**src/hdl/kss_pkg.sv**
```systemverilog
// Shared constants, codes and types of the k-stack shared slot store.
`timescale 1ns / 1ps
package kss_pkg;

    localparam int N_SLOTS_DEF  = 64;
    localparam int K_STACKS_DEF = 8;

    localparam int VALUE_W  = 32;
    localparam int INDEX_W  = 4;
    localparam int STATUS_W = 2;

    typedef enum logic [0:0] {
        OP_PUSH = 1'b0,
        OP_POP  = 1'b1
    } t_op;

    typedef enum logic [STATUS_W-1:0] {
        ST_OK        = 2'd0,
        ST_BAD_INDEX = 2'd1,
        ST_OVERFLOW  = 2'd2,
        ST_UNDERFLOW = 2'd3
    } t_status;

    typedef enum logic [1:0] {
        S_IDLE,
        S_TOP,
        S_MOD
    } t_state;

endpackage

```
**src/hdl/kss_if.sv**
```systemverilog
// Request and response channel interfaces of the k-stack shared slot store.
`timescale 1ns / 1ps
interface kss_req_if;
    import kss_pkg::*;

    logic               valid;
    logic               ready;
    logic               operation;
    logic [INDEX_W-1:0] stack_index;
    logic signed [VALUE_W-1:0] push_value;

    modport source (output valid, operation, stack_index, push_value, input ready);
    modport sink   (input valid, operation, stack_index, push_value, output ready);
endinterface

interface kss_rsp_if;
    import kss_pkg::*;

    logic                      valid;
    logic                      ready;
    logic signed [VALUE_W-1:0] pop_value;
    logic [STATUS_W-1:0]       status;

    modport source (output valid, pop_value, status, input ready);
    modport sink   (input valid, pop_value, status, output ready);
endinterface

```
**src/hdl/kss_ram.sv**
```systemverilog
// Generic single-write, single-read RAM with a registered read port.
`timescale 1ns / 1ps
module kss_ram #(
    parameter int WIDTH = kss_pkg::VALUE_W,
    parameter int DEPTH = kss_pkg::N_SLOTS_DEF,
    localparam int AW   = (DEPTH > 1) ? $clog2(DEPTH) : 1
) (
    input  logic             i_clk,
    input  logic             i_wr_en,
    input  logic [AW-1:0]    i_wr_addr,
    input  logic [WIDTH-1:0] i_wr_data,
    input  logic             i_rd_en,
    input  logic [AW-1:0]    i_rd_addr,
    output logic [WIDTH-1:0] o_rd_data
);

    logic [WIDTH-1:0] r_mem [DEPTH];
    logic [WIDTH-1:0] r_rd_data;

    always_ff @(posedge i_clk) begin
        if (i_wr_en) begin
            r_mem[i_wr_addr] <= i_wr_data;
        end
        // Read data holds between reads.
        if (i_rd_en) begin
            r_rd_data <= r_mem[i_rd_addr];
        end
    end

    assign o_rd_data = r_rd_data;

endmodule

```
**src/hdl/k_stacks_shared_store_core.sv**
```systemverilog
// Top level of the k-stack shared slot store: control sequencer and both stores.
`timescale 1ns / 1ps
// K_STACKS LIFO stacks share one store of N_SLOTS slots. Each request is a push
// (operation 0) or a pop (operation 1) on the stack chosen by stack_index; the
// indexes 0 to K_STACKS-1 select a stack directly, the index K_STACKS selects the
// last stack, and any larger index is rejected with status 1. Every request gives
// exactly one response: status 0 on success, 2 when a push finds no free slot,
// 3 when a pop finds its stack empty. A failed request leaves the stacks as they
// were, and pop_value is -1 for every push and every failed pop. From acceptance
// to a loaded response register, the stack top pointer is read from its RAM,
// then the slot value and link are read from the slot RAM at the address that
// pointer or the free-list head gives, and the write-back happens at the edge
// that loads the response. These two dependent synchronous reads set the rate;
// a new request is accepted no earlier than the cycle after the previous one
// commits, and a held response only stalls the block once a second one is ready
// to commit. The slot links need no clearing pass after reset: a high-water mark
// tracks the slots that were ever handed out, and a slot at or above it links to
// the next slot number.
module k_stacks_shared_store_core #(
    parameter int N_SLOTS  = kss_pkg::N_SLOTS_DEF,
    parameter int K_STACKS = kss_pkg::K_STACKS_DEF
) (
    input  logic      i_clk,
    input  logic      i_rst_n,
    kss_req_if.sink   i_req,
    kss_rsp_if.source o_rsp
);
    import kss_pkg::*;

    // Link width holds every slot number plus the null code N_SLOTS.
    localparam int LW = $clog2(N_SLOTS + 1);
    localparam int AW = (N_SLOTS > 1) ? $clog2(N_SLOTS) : 1;
    localparam int KW = (K_STACKS > 1) ? $clog2(K_STACKS) : 1;
    localparam int SW = VALUE_W + LW;
    localparam logic [LW-1:0] NULL_LINK = LW'(N_SLOTS);

    // Control and request registers.
    t_state               r_state, n_state;
    t_op                  r_op, n_op;
    logic [KW-1:0]        r_sel, n_sel;
    logic                 r_bad, n_bad;
    logic [VALUE_W-1:0]   r_value, n_value;
    logic [LW-1:0]        r_slot, n_slot;
    logic [LW-1:0]        r_top, n_top;
    t_status              r_status, n_status;

    // Store bookkeeping.
    logic [LW-1:0]        r_free, n_free;
    logic [LW-1:0]        r_hwm, n_hwm;
    logic                 r_top_vld [K_STACKS];

    // Response register.
    logic                 r_out_valid, n_out_valid;
    logic [VALUE_W-1:0]   r_out_value, n_out_value;
    t_status              r_out_status, n_out_status;

    // Stack select decoded from the incoming request.
    logic [KW-1:0]        in_sel;
    logic                 in_bad;

    // RAM ports.
    logic                 top_rd_en, top_wr_en;
    logic [KW-1:0]        top_rd_addr;
    logic [LW-1:0]        top_rd_data, top_wr_data;
    logic                 slot_rd_en, slot_wr_en;
    logic [AW-1:0]        slot_rd_addr;
    logic [SW-1:0]        slot_rd_data, slot_wr_data;

    logic [LW-1:0]        top_cur;
    logic [LW-1:0]        slot_pick;
    logic [LW-1:0]        next_free;
    logic                 commit;

    // Index K_STACKS folds onto the last stack; anything above is invalid.
    always_comb begin
        in_bad = 1'b0;
        in_sel = '0;
        if (int'(i_req.stack_index) < K_STACKS) begin
            in_sel = KW'(i_req.stack_index);
        end else if (int'(i_req.stack_index) == K_STACKS) begin
            in_sel = KW'(K_STACKS - 1);
        end else begin
            in_bad = 1'b1;
        end
    end

    kss_ram #(
        .WIDTH (LW),
        .DEPTH (K_STACKS)
    ) u_top_ram (
        .i_clk     (i_clk),
        .i_wr_en   (top_wr_en),
        .i_wr_addr (r_sel),
        .i_wr_data (top_wr_data),
        .i_rd_en   (top_rd_en),
        .i_rd_addr (top_rd_addr),
        .o_rd_data (top_rd_data)
    );

    // Each slot word carries the stored value above its link.
    kss_ram #(
        .WIDTH (SW),
        .DEPTH (N_SLOTS)
    ) u_slot_ram (
        .i_clk     (i_clk),
        .i_wr_en   (slot_wr_en),
        .i_wr_addr (r_slot[AW-1:0]),
        .i_wr_data (slot_wr_data),
        .i_rd_en   (slot_rd_en),
        .i_rd_addr (slot_rd_addr),
        .o_rd_data (slot_rd_data)
    );

    // A stack never written since reset is empty.
    assign top_cur = r_top_vld[r_sel] ? top_rd_data : NULL_LINK;

    // Slots at or above the high-water mark still hold their reset link.
    assign next_free = (r_slot >= r_hwm) ? (r_slot + LW'(1)) : slot_rd_data[LW-1:0];

    always_comb begin
        n_state      = r_state;
        n_op         = r_op;
        n_sel        = r_sel;
        n_bad        = r_bad;
        n_value      = r_value;
        n_slot       = r_slot;
        n_top        = r_top;
        n_status     = r_status;
        n_free       = r_free;
        n_hwm        = r_hwm;
        n_out_valid  = r_out_valid && !o_rsp.ready;
        n_out_value  = r_out_value;
        n_out_status = r_out_status;
        i_req.ready  = 1'b0;
        top_rd_en    = 1'b0;
        top_rd_addr  = in_sel;
        top_wr_en    = 1'b0;
        top_wr_data  = r_slot;
        slot_rd_en   = 1'b0;
        slot_pick    = r_free;
        slot_rd_addr = r_free[AW-1:0];
        slot_wr_en   = 1'b0;
        slot_wr_data = {r_value, r_top};
        commit       = 1'b0;

        unique case (r_state)
            S_IDLE: begin
                i_req.ready = 1'b1;
                if (i_req.valid) begin
                    top_rd_en = 1'b1;
                    n_op      = t_op'(i_req.operation);
                    n_sel     = in_sel;
                    n_bad     = in_bad;
                    n_value   = i_req.push_value;
                    n_state   = S_TOP;
                end
            end
            S_TOP: begin
                // The index check comes before the full and empty checks.
                if (r_bad) begin
                    n_status = ST_BAD_INDEX;
                end else if (r_op == OP_PUSH && r_free == NULL_LINK) begin
                    n_status = ST_OVERFLOW;
                end else if (r_op == OP_POP && top_cur == NULL_LINK) begin
                    n_status = ST_UNDERFLOW;
                end else begin
                    n_status = ST_OK;
                end
                slot_pick    = (r_op == OP_POP) ? top_cur : r_free;
                slot_rd_addr = slot_pick[AW-1:0];
                slot_rd_en   = (n_status == ST_OK);
                n_slot       = slot_pick;
                n_top        = top_cur;
                n_state      = S_MOD;
            end
            S_MOD: begin
                if (!r_out_valid || o_rsp.ready) begin
                    commit       = 1'b1;
                    n_out_valid  = 1'b1;
                    n_out_status = r_status;
                    n_out_value  = '1;
                    if (r_status == ST_OK) begin
                        top_wr_en  = 1'b1;
                        slot_wr_en = 1'b1;
                        if (r_op == OP_PUSH) begin
                            // New slot points at the old top and becomes the top.
                            top_wr_data  = r_slot;
                            slot_wr_data = {r_value, r_top};
                            n_free       = next_free;
                            if (r_slot == r_hwm) begin
                                n_hwm = r_hwm + LW'(1);
                            end
                        end else begin
                            // Old top goes back to the head of the free list.
                            n_out_value  = slot_rd_data[SW-1:LW];
                            top_wr_data  = slot_rd_data[LW-1:0];
                            slot_wr_data = {slot_rd_data[SW-1:LW], r_free};
                            n_free       = r_slot;
                        end
                    end
                    n_state = S_IDLE;
                end
            end
            default: begin
                n_state = S_IDLE;
            end
        endcase
    end

    always_ff @(posedge i_clk) begin
        if (!i_rst_n) begin
            r_state     <= S_IDLE;
            r_free      <= '0;
            r_hwm       <= '0;
            r_out_valid <= 1'b0;
        end else begin
            r_state     <= n_state;
            r_free      <= n_free;
            r_hwm       <= n_hwm;
            r_out_valid <= n_out_valid;
        end
    end

    always_ff @(posedge i_clk) begin
        if (!i_rst_n) begin
            for (int k = 0; k < K_STACKS; k++) begin
                r_top_vld[k] <= 1'b0;
            end
        end else if (top_wr_en) begin
            r_top_vld[r_sel] <= 1'b1;
        end
    end

    always_ff @(posedge i_clk) begin
        r_op         <= n_op;
        r_sel        <= n_sel;
        r_bad        <= n_bad;
        r_value      <= n_value;
        r_slot       <= n_slot;
        r_top        <= n_top;
        r_status     <= n_status;
        r_out_value  <= n_out_value;
        r_out_status <= n_out_status;
    end

    assign o_rsp.valid     = r_out_valid;
    assign o_rsp.pop_value = r_out_value;
    assign o_rsp.status    = r_out_status;

`ifndef SYNTH
    // The free-list head is a slot number or null, never beyond.
    a_free_range: assert property (@(posedge i_clk) disable iff (!i_rst_n)
        r_free <= NULL_LINK)
        else $error("free-list head out of range");

    // The high-water mark never passes the slot count.
    a_hwm_range: assert property (@(posedge i_clk) disable iff (!i_rst_n)
        r_hwm <= NULL_LINK)
        else $error("high-water mark out of range");

    // An accepted request passes through S_TOP and then reaches the commit state S_MOD.
    a_seq: assert property (@(posedge i_clk) disable iff (!i_rst_n)
        (i_req.valid && i_req.ready) |=> (r_state == S_TOP) ##1 (r_state == S_MOD))
        else $error("request sequencing broken");

    // A successful push moves the free-list head off the slot it used.
    a_push_free: assert property (@(posedge i_clk) disable iff (!i_rst_n)
        (commit && r_op == OP_PUSH && r_status == ST_OK) |=> (r_free != $past(r_slot)))
        else $error("free-list head not advanced by push");

    // Pushes and failed requests always report -1.
    a_neg_one: assert property (@(posedge i_clk) disable iff (!i_rst_n)
        (commit && (r_op == OP_PUSH || r_status != ST_OK)) |=> (r_out_value == '1))
        else $error("response value not -1");
`endif

endmodule

```
**src/flat_wrapper.sv**
```systemverilog
// flat-port wrapper written by rule: the top's interface ports become plain ports
module k_stacks_shared_store_core_flat import kss_pkg::*;
#(
    parameter int N_SLOTS  = kss_pkg::N_SLOTS_DEF,
    parameter int K_STACKS = kss_pkg::K_STACKS_DEF
)
  (i_clk, i_rst_n, i_req_valid, i_req_operation, i_req_stack_index, i_req_push_value, i_req_ready, o_rsp_valid, o_rsp_pop_value, o_rsp_status, o_rsp_ready);
  kss_req_if i_req_i ();
  kss_rsp_if o_rsp_i ();
  input  logic i_clk;
  input  logic i_rst_n;
  input wire logic [$bits(i_req_i.valid)-1:0] i_req_valid;
  input wire logic [$bits(i_req_i.operation)-1:0] i_req_operation;
  input wire logic [$bits(i_req_i.stack_index)-1:0] i_req_stack_index;
  input wire logic [$bits(i_req_i.push_value)-1:0] i_req_push_value;
  output wire logic [$bits(i_req_i.ready)-1:0] i_req_ready;
  output wire logic [$bits(o_rsp_i.valid)-1:0] o_rsp_valid;
  output wire logic [$bits(o_rsp_i.pop_value)-1:0] o_rsp_pop_value;
  output wire logic [$bits(o_rsp_i.status)-1:0] o_rsp_status;
  input wire logic [$bits(o_rsp_i.ready)-1:0] o_rsp_ready;
  assign i_req_i.valid = i_req_valid;
  assign i_req_i.operation = i_req_operation;
  assign i_req_i.stack_index = i_req_stack_index;
  assign i_req_i.push_value = i_req_push_value;
  assign i_req_ready = i_req_i.ready;
  assign o_rsp_valid = o_rsp_i.valid;
  assign o_rsp_pop_value = o_rsp_i.pop_value;
  assign o_rsp_status = o_rsp_i.status;
  assign o_rsp_i.ready = o_rsp_ready;
  k_stacks_shared_store_core #(.N_SLOTS(N_SLOTS), .K_STACKS(K_STACKS)) u_core (.i_clk(i_clk), .i_rst_n(i_rst_n), .i_req(i_req_i), .o_rsp(o_rsp_i));
endmodule
```
**config.mk**
```make
export PLATFORM = sky130hd
export DESIGN_NAME = k_stacks_shared_store_core_flat
export DESIGN_NICKNAME = d
export VERILOG_FILES = /design/src/hdl/kss_pkg.sv /design/src/hdl/kss_if.sv /design/src/hdl/kss_ram.sv /design/src/hdl/k_stacks_shared_store_core.sv /design/src/flat_wrapper.sv
export SDC_FILE = /design/constraint.sdc
export NUM_CORES = 2
export LEC_CHECK = 0
export ABC_AREA = 1
export BUFFER_PORTS_ARGS = -buffer_cell sky130_fd_sc_hd__buf_2
export CORE_MARGIN = 1
export CORE_UTILIZATION = 45
export CTS_CLUSTER_DIAMETER = 30
export CTS_CLUSTER_SIZE = 12
export DETAILED_ROUTE_END_ITERATION = 10
export HOLD_SLACK_MARGIN = 0.1
export PLACE_DENSITY_LB_ADDON = 0.12
export SYNTH_ARGS = -nofsm -noshare
export SYNTH_HDL_FRONTEND = slang
export SYNTH_SLANG_ARGS = --single-unit
```
**constraint.sdc**
```tcl
create_clock -name i_clk -period 5.1 [get_ports i_clk]
set_clock_uncertainty 0.1 [all_clocks]
set_input_delay 0.765 -clock i_clk [delete_from_list [all_inputs] [get_ports i_clk]]
set_output_delay 0.765 -clock i_clk [all_outputs]
set_load 0.02 [all_outputs]
```
After elaboration in Yosys (flattened, before gate mapping)
Memories as Yosys holds them, arrays and structs flattened. A register that Yosys moved wholly into a read port is not among the register bits.
Index checks and enable logic that the tools add are counted.
{"block": "totals", "mem_count": 3, "register_bits": 104, "ram_bits": 2560}
{"memory": "u_core.u_slot_ram.r_mem", "depth": 64, "word_bits": 39, "read_ports": 1, "rd_ports_with_merged_regs": 1, "wr": 1, "line": "kss_ram.sv:17", "rtl": "logic [WIDTH-1:0] r_mem [DEPTH];"}
{"memory": "u_core.u_top_ram.r_mem", "depth": 8, "word_bits": 7, "read_ports": 1, "rd_ports_with_merged_regs": 1, "wr": 1, "line": "kss_ram.sv:17"}
{"memory": "u_core.r_top_vld", "depth": 8, "word_bits": 1, "read_ports": 1, "rd_ports_with_merged_regs": 1, "wr": 8, "line": "k_stacks_shared_store_core.sv:50", "rtl": "logic r_top_vld [K_STACKS];"}
{"block": "classes", "n_lt_le_gt_ge": 2, "add_sub_neg": 2, "n_eq_ne": 8, "n_bitwise": 1, "reduce_logical": 16, "muxes": 41}
{"cell": "$mux 39", "count": 4}
{"cell": "$mux 7", "count": 8}
{"cell": "$mux 1", "count": 17}
{"cell": "$add 7x1->7 const B", "count": 2}
{"cell": "$eq 7x7->1 const B", "count": 2}
{"cell": "$mux 2", "count": 6}
{"cell": "$mux 3", "count": 4}
{"cell": "$reduce_and 2->1", "count": 4}
{"cell": "$eq 7x7->1", "count": 1}
{"cell": "$ge 7x7->1", "count": 1}
{"cell": "$logic_not 2->1", "count": 3}
{"cell": "$mux 6", "count": 1}
{"cell": "$pmux 2 s3", "count": 1}
{"cell": "$reduce_and 5->1", "count": 1}
{"cell": "$eq 4x4->1 const B", "count": 1}
{"cell": "$lt 4x4->1 const B", "count": 1}
{"cell": "$logic_and 1x1->1", "count": 3}
{"cell": "$reduce_and 3->1", "count": 1}
{"cell": "$eq 2x1->1 const B", "count": 1}
{"cell": "$eq 2x2->1 const B", "count": 1}
{"cell": "$logic_not 1->1", "count": 2}
{"cell": "$ne 2x1->1 const B", "count": 1}
{"cell": "$ne 2x2->1 const B", "count": 1}
{"cell": "$logic_or 1x1->1", "count": 1}
{"cell": "other kinds (2)", "count": 2}

Longest topological paths before layout
{"block": "logic_depth", "depth_word": 9, "ltp_mapped": 19, "mapped_depth_nobuf": 16}

By module
A second synthesis with hierarchy kept.
{"block": "unflattened", "cells_unflattened": 9087, "area_unflattened_um2": 109626.4}
{"mod": "kss_ram (u_core.u_slot_ram)", "n_inst": 1, "area_per_inst_um2": 101482.3, "seq_area_each_um2": 76123.0, "cells_each": 8234}
{"mod": "k_stacks_shared_store_core", "n_inst": 1, "area_per_inst_um2": 5355.1, "seq_area_each_um2": 3173.0, "cells_each": 587}
{"mod": "kss_ram (u_core.u_top_ram)", "n_inst": 1, "area_per_inst_um2": 2788.9, "seq_area_each_um2": 1891.8, "cells_each": 266}

Worst setup path after synthesis
Ideal clock, no wire load.
{"block": "synth_timing", "path_kind": "input port to flip-flop", "from": "input port o_rsp_ready", "to": "memory u_core.u_slot_ram.r_mem[0][6] in the netlist's numbering (data pin)", "path_stages": 7, "t_required_ns": 4.298, "t_arrival_ns": 4.354, "n_path_buf": 1, "setup_slack_ns": -0.056, "cell_sequence": "nor2_1 nor3_2 inv_2 nor2_1 inv_1 clkbuf_1 o21ai_0"}
{"block": "synth_via", "elab_chain_cells": 3}
{"item": "start: declaration", "line": "flat_wrapper.sv:20", "rtl": "input wire logic [$bits(o_rsp_i.ready)-1:0] o_rsp_ready;"}
{"item": "$logic_or 1x1->1", "line": "k_stacks_shared_store_core.sv:177", "rtl": "if (!r_out_valid || o_rsp.ready) begin"}
{"item": "$mux 39", "line": "k_stacks_shared_store_core.sv:177"}
{"item": "$mux 39", "line": "k_stacks_shared_store_core.sv:146", "rtl": "unique case (r_state)"}
{"item": "named net u_core.slot_wr_data[6]", "line": "k_stacks_shared_store_core.sv:67", "rtl": "logic [SW-1:0] slot_rd_data, slot_wr_data;"}
{"item": "end: declaration", "line": "kss_ram.sv:17"}
The timed path passes the listed nets, and every way through them passes these cells.

Worst setup path after layout
{"block": "layout_timing", "from": "register u_core.r_state[1]", "to": "register u_core.u_slot_ram.r_rd_data[11], in the netlist u_core.u_slot_ram.o_rd_data[11] (read register of u_core.u_slot_ram.r_mem) (data pin)"}
{"block": "layout_via", "elab_chain_cells": 2, "elab_cells_between_ends": 3, "classes_between": "1 x eq/ne; 2 x mux"}
{"item": "start: declaration", "line": "k_stacks_shared_store_core.sv:38", "rtl": "t_state r_state, n_state;"}
{"item": "start signal: assignment", "line": "k_stacks_shared_store_core.sv:217", "rtl": "r_state <= n_state;"}
{"item": "$eq 2x1->1 *", "line": "k_stacks_shared_store_core.sv:146"}
{"item": "$mux 6 / $mux 1 (equally long branches)", "line": "k_stacks_shared_store_core.sv:146"}
{"item": "end: declaration", "line": "kss_ram.sv:18", "rtl": "logic [WIDTH-1:0] r_rd_data;"}
Mark *: on every way between the ends. The rest lies on a longest branch, timed or not.
A chain may end at the register's enable or synchronous reset.

==> summary.md <==
| Metric | Value |
|---|---|
| Crit start category | flip-flop |
| Die ar. | 264,100 um^2 |
| Fill count | 22,040 |
| Sw frac | 22.63% |
| Hold Path Class | in2reg |
| Post-synth net total | 11,340 |
| P_int | 51.01 mW |
| TritonRoute pass-1 iters | 10 |
| Worst VDD drop | 379.2 uV |
| GP Congestion | 0.8539 |
| Total Routed Length | 378,700 um |
| Largest net degree at the start of global routing | 138 |
| First-pass GRT wire length | 548,800 um |
| Worst R2R End | u_core.u_slot_ram.o_rd_data[11] |
| Starting density of the core | 45.33% |
| Seq/Total Area, Yosys | 68.84% |
| Top area cells in the synthesized netlist | edfxtp_1, nand3_1, nand2_1 |
| R2R cell count | 12 |
| WP data required | 5690 ps |
| Dominant synthesized flop cell | edfxtp_1 |
| Max-slew violation count | 0 |
| Total GRT Usage | 28.39% |
| Period utilization | 87.74% |
| RSZ-0062 raised after global routing | false |
| CP Class | reg2reg |
| Synth-to-Final Area Change | 22.30% |
| Seq cells post-synth | 2,713 |
| Floorplan core area | 260,200 um^2 |
| Rows | 187 |
| Critical Path AT | 5060 ps |
| Seq pwr share | 37.6% |
| Max-cap violations | 0 |
| HP Start | o_rsp_ready |
| Cells after Synth | 11,290 |
| DR WL/cell | 24.13 um |
| Clk root buf | clkbuf_16 |
| CTS resizes | 0 |
| Clk buf depth | 4 |
| Clk_lat worst skew | 920 ps |
| Sum Neg Setup Slack | 0 ps |
| H-tree lvl count | 6 |
| Die Y | 513.9 um |
| Area leader, netlist | edfxtp_1 |
| Mapped cell area | 117,900 um^2 |
| CP Max Fanout | 54 |
| Reg2Reg Setup Slack | 630 ps |
| Final ANT Viol Nets | 0 |
| Leakage power | 60.24 nW |
| Post-synth EDFFs | 2,685 |
| Status | finished clean |
| Count leader, synth | edfxtp_1 |
| Nets@finish | 11,780 |
| Fin crit period | 4475 ps |
| Slew headroom | 14.12% |
| Routed via count | 83,580 |
| Hold depth | 4 |
| Syn Area/Cell | 10.45 um^2 |
| Worst-case hold path end point | u_core.r_state[1] |
| Die width | 513.9 um |
| Drt drc | 0 |
| Reg-to-Reg Start | u_core.r_state[1] |
| Vias in the first global route | 80,250 |
| Boundary pin count | 77 |
| Clk slew on worst S/H paths | 40 ps |
| Async S/R FF share, synth | 0% |
| Iter 0 DRT Violations | 9,211 |
| Post-synth top cells | edfxtp_1, nand3_1, nand2_1 |
| Initial antenna violation count | 12 |
| Worst setup EP type | flip-flop |
| Psw | 14.92 mW |
| Power Dens Cells | 457.1 nW/um^2 |
| TritonCTS Buffers | 585 |
| End-of-flow core utilization | 55.44% |
| Clock share of power | 57.1% |
| Post-synthesis cell type count | 38 |
| Fraction of layout instances using a drive strength above 1 | 11.70% |
| Setup violations, final | 0 |
| CTS Sinks | 2,713 |
| Area share of the leading cell type in the synthesized netlist | 68.37% |
| Detailed Place HPWL | 202,300 um |
| Synth Warn # | 0 |
| Worst slew pin tran | 1275 ps |
| Combinational Power Share | 5.3% |
| Max Fclk | 223.5 MHz |
| I/O Buffers | 76 |
| Final Hold Viols | 0 |
| Via/cell ratio | 5.325 |
| GR Overflow Total | 0 |
| TritonCTS clock tree | yes |
| Worst hold slack | 231.6 ps |
[how the worst max path moves through the flow]
stage,startpoint,endpoint
detailed placement,u_core.r_state[1],u_core.u_slot_ram.o_rd_data[11]
finish,u_core.r_state[1],u_core.u_slot_ram.o_rd_data[11]
CTS,u_core.r_state[1],u_core.u_slot_ram.o_rd_data[11]
global placement,u_core.r_state[1],u_core.u_slot_ram.o_rd_data[11]
floorplan,o_rsp_ready,u_core.u_slot_ram.r_mem[0][6]
global route,u_core.r_state[1],u_core.u_slot_ram.o_rd_data[11]
[cells by family (layout without fill, tap and decap cells)]
kind of cell | after synthesis | in the layout | share of synthesized area [%]
DFF | 2713 | 2713 | 68.84
adders and majority gates | 9 | 9 | 0.09549
xor gates and xnor gates | 3 | 3 | 0.02228
other | 0 | 4 | 0
buffers and inverters | 3060 | 3965 | 10.38
AOI/OAI and AO/OA | 138 | 138 | 0.6928
and+or+nand+nor | 5366 | 5366 | 19.97
[critical path, cell delays in order, from the launching register on]
cell and delay, ps:
dfxtp_1 310, inv_1 70, nand2_1 70, inv_1 670, nand3_1 250, nand2_4 590, buf_4 700, nand3_1 170
nand3_1 140, nand3_1 110, nand3_1 190, nand3_1 360, nand2_1 420
[cell usage in the layout, fill, tap and decap left out, types with 41 or more instances in the layout]
cell,netlist,routed
edfxtp_1,2685,2685
clkinv_1,1,103
buf_2,354,76
nand2_1,2584,2580
nor2_4,1,68
clkbuf_16,0,595
nand3_1,2651,2650
inv_1,2457,2430
bufinv_16,0,81
o21ai_0,48,41
clkbuf_1,150,71
buf_12,0,89
buf_4,42,244
clkinv_2,0,104
[stage by stage]
stage	cells	area, um^2	setup WS [ps]	power, mW
after floorplan	11290	117900	-56.14	27.14
after global placement	14600	124100	695.8	28.54
after detailed placement	14600	124100	710.9	28.57
after CTS	15690	144200	676.5	66.20
after global routing	15690	144200	439.5	67.56
final	15690	144200	625.1	65.93
[layer usage]
layer / global-route usage (%) / up-vias / share of wire (%)
met5: 0 / - / 0.0071
met4: 9.659 / 4 / 3.3
met3: 5.158 / 789 / 8.7
met2: 45.90 / 3937 / 47
met1: 38.54 / 40890 / 41
li1: - / 37960 / -
[cell type report]
cell class | instances | area [um^2] | share of cell area (%)
repair buffers | 446 | 4364 | 3.026
well taps | 3496 | 4374 | 3.033
inverters | 2464 | 9266 | 6.424
clock buffers | 667 | 15170 | 10.52
clock inverters | 388 | 4571 | 3.169
flip-flops and latches | 2713 | 81190 | 56.29
diodes | 4 | 10.01 | 0.006940
multi-input cells | 5516 | 25300 | 17.54
[power groups by stage]
stage / Sequential [mW] / Combinational [mW] / Clock (mW)
floorplan: 25.2 / 1.94 / 0
global placement: 25.2 / 3.36 / 0
detailed placement: 25.2 / 3.39 / 0
CTS: 24.8 / 3.42 / 38.0
global route: 24.8 / 3.72 / 39.1
finish: 24.8 / 3.46 / 37.7
[state kept, by name (all words and copies together) (netlist names), named ones only]
register / flops
u_core.o_rsp.pop_value: 32
u_core.o_rsp.status: 2
u_core.o_rsp.valid: 1
u_core.r_bad: 1
u_core.r_free: 7
u_core.r_hwm: 7
u_core.r_op: 1
u_core.r_sel: 3
u_core.r_slot: 7
u_core.r_state: 2
u_core.r_status: 2
u_core.r_top: 7
u_core.r_top_vld: 8
u_core.r_value: 32
u_core.u_slot_ram.o_rd_data: 39
u_core.u_slot_ram.r_mem: 2496
u_core.u_top_ram.o_rd_data: 7
u_core.u_top_ram.r_mem: 56
[repair_timing]
item,CTS,global route
endpoints found under the hold margin,38,0
buffers inserted,0,0
hold buffers,37,0
(Power assumes the default switching activity.)
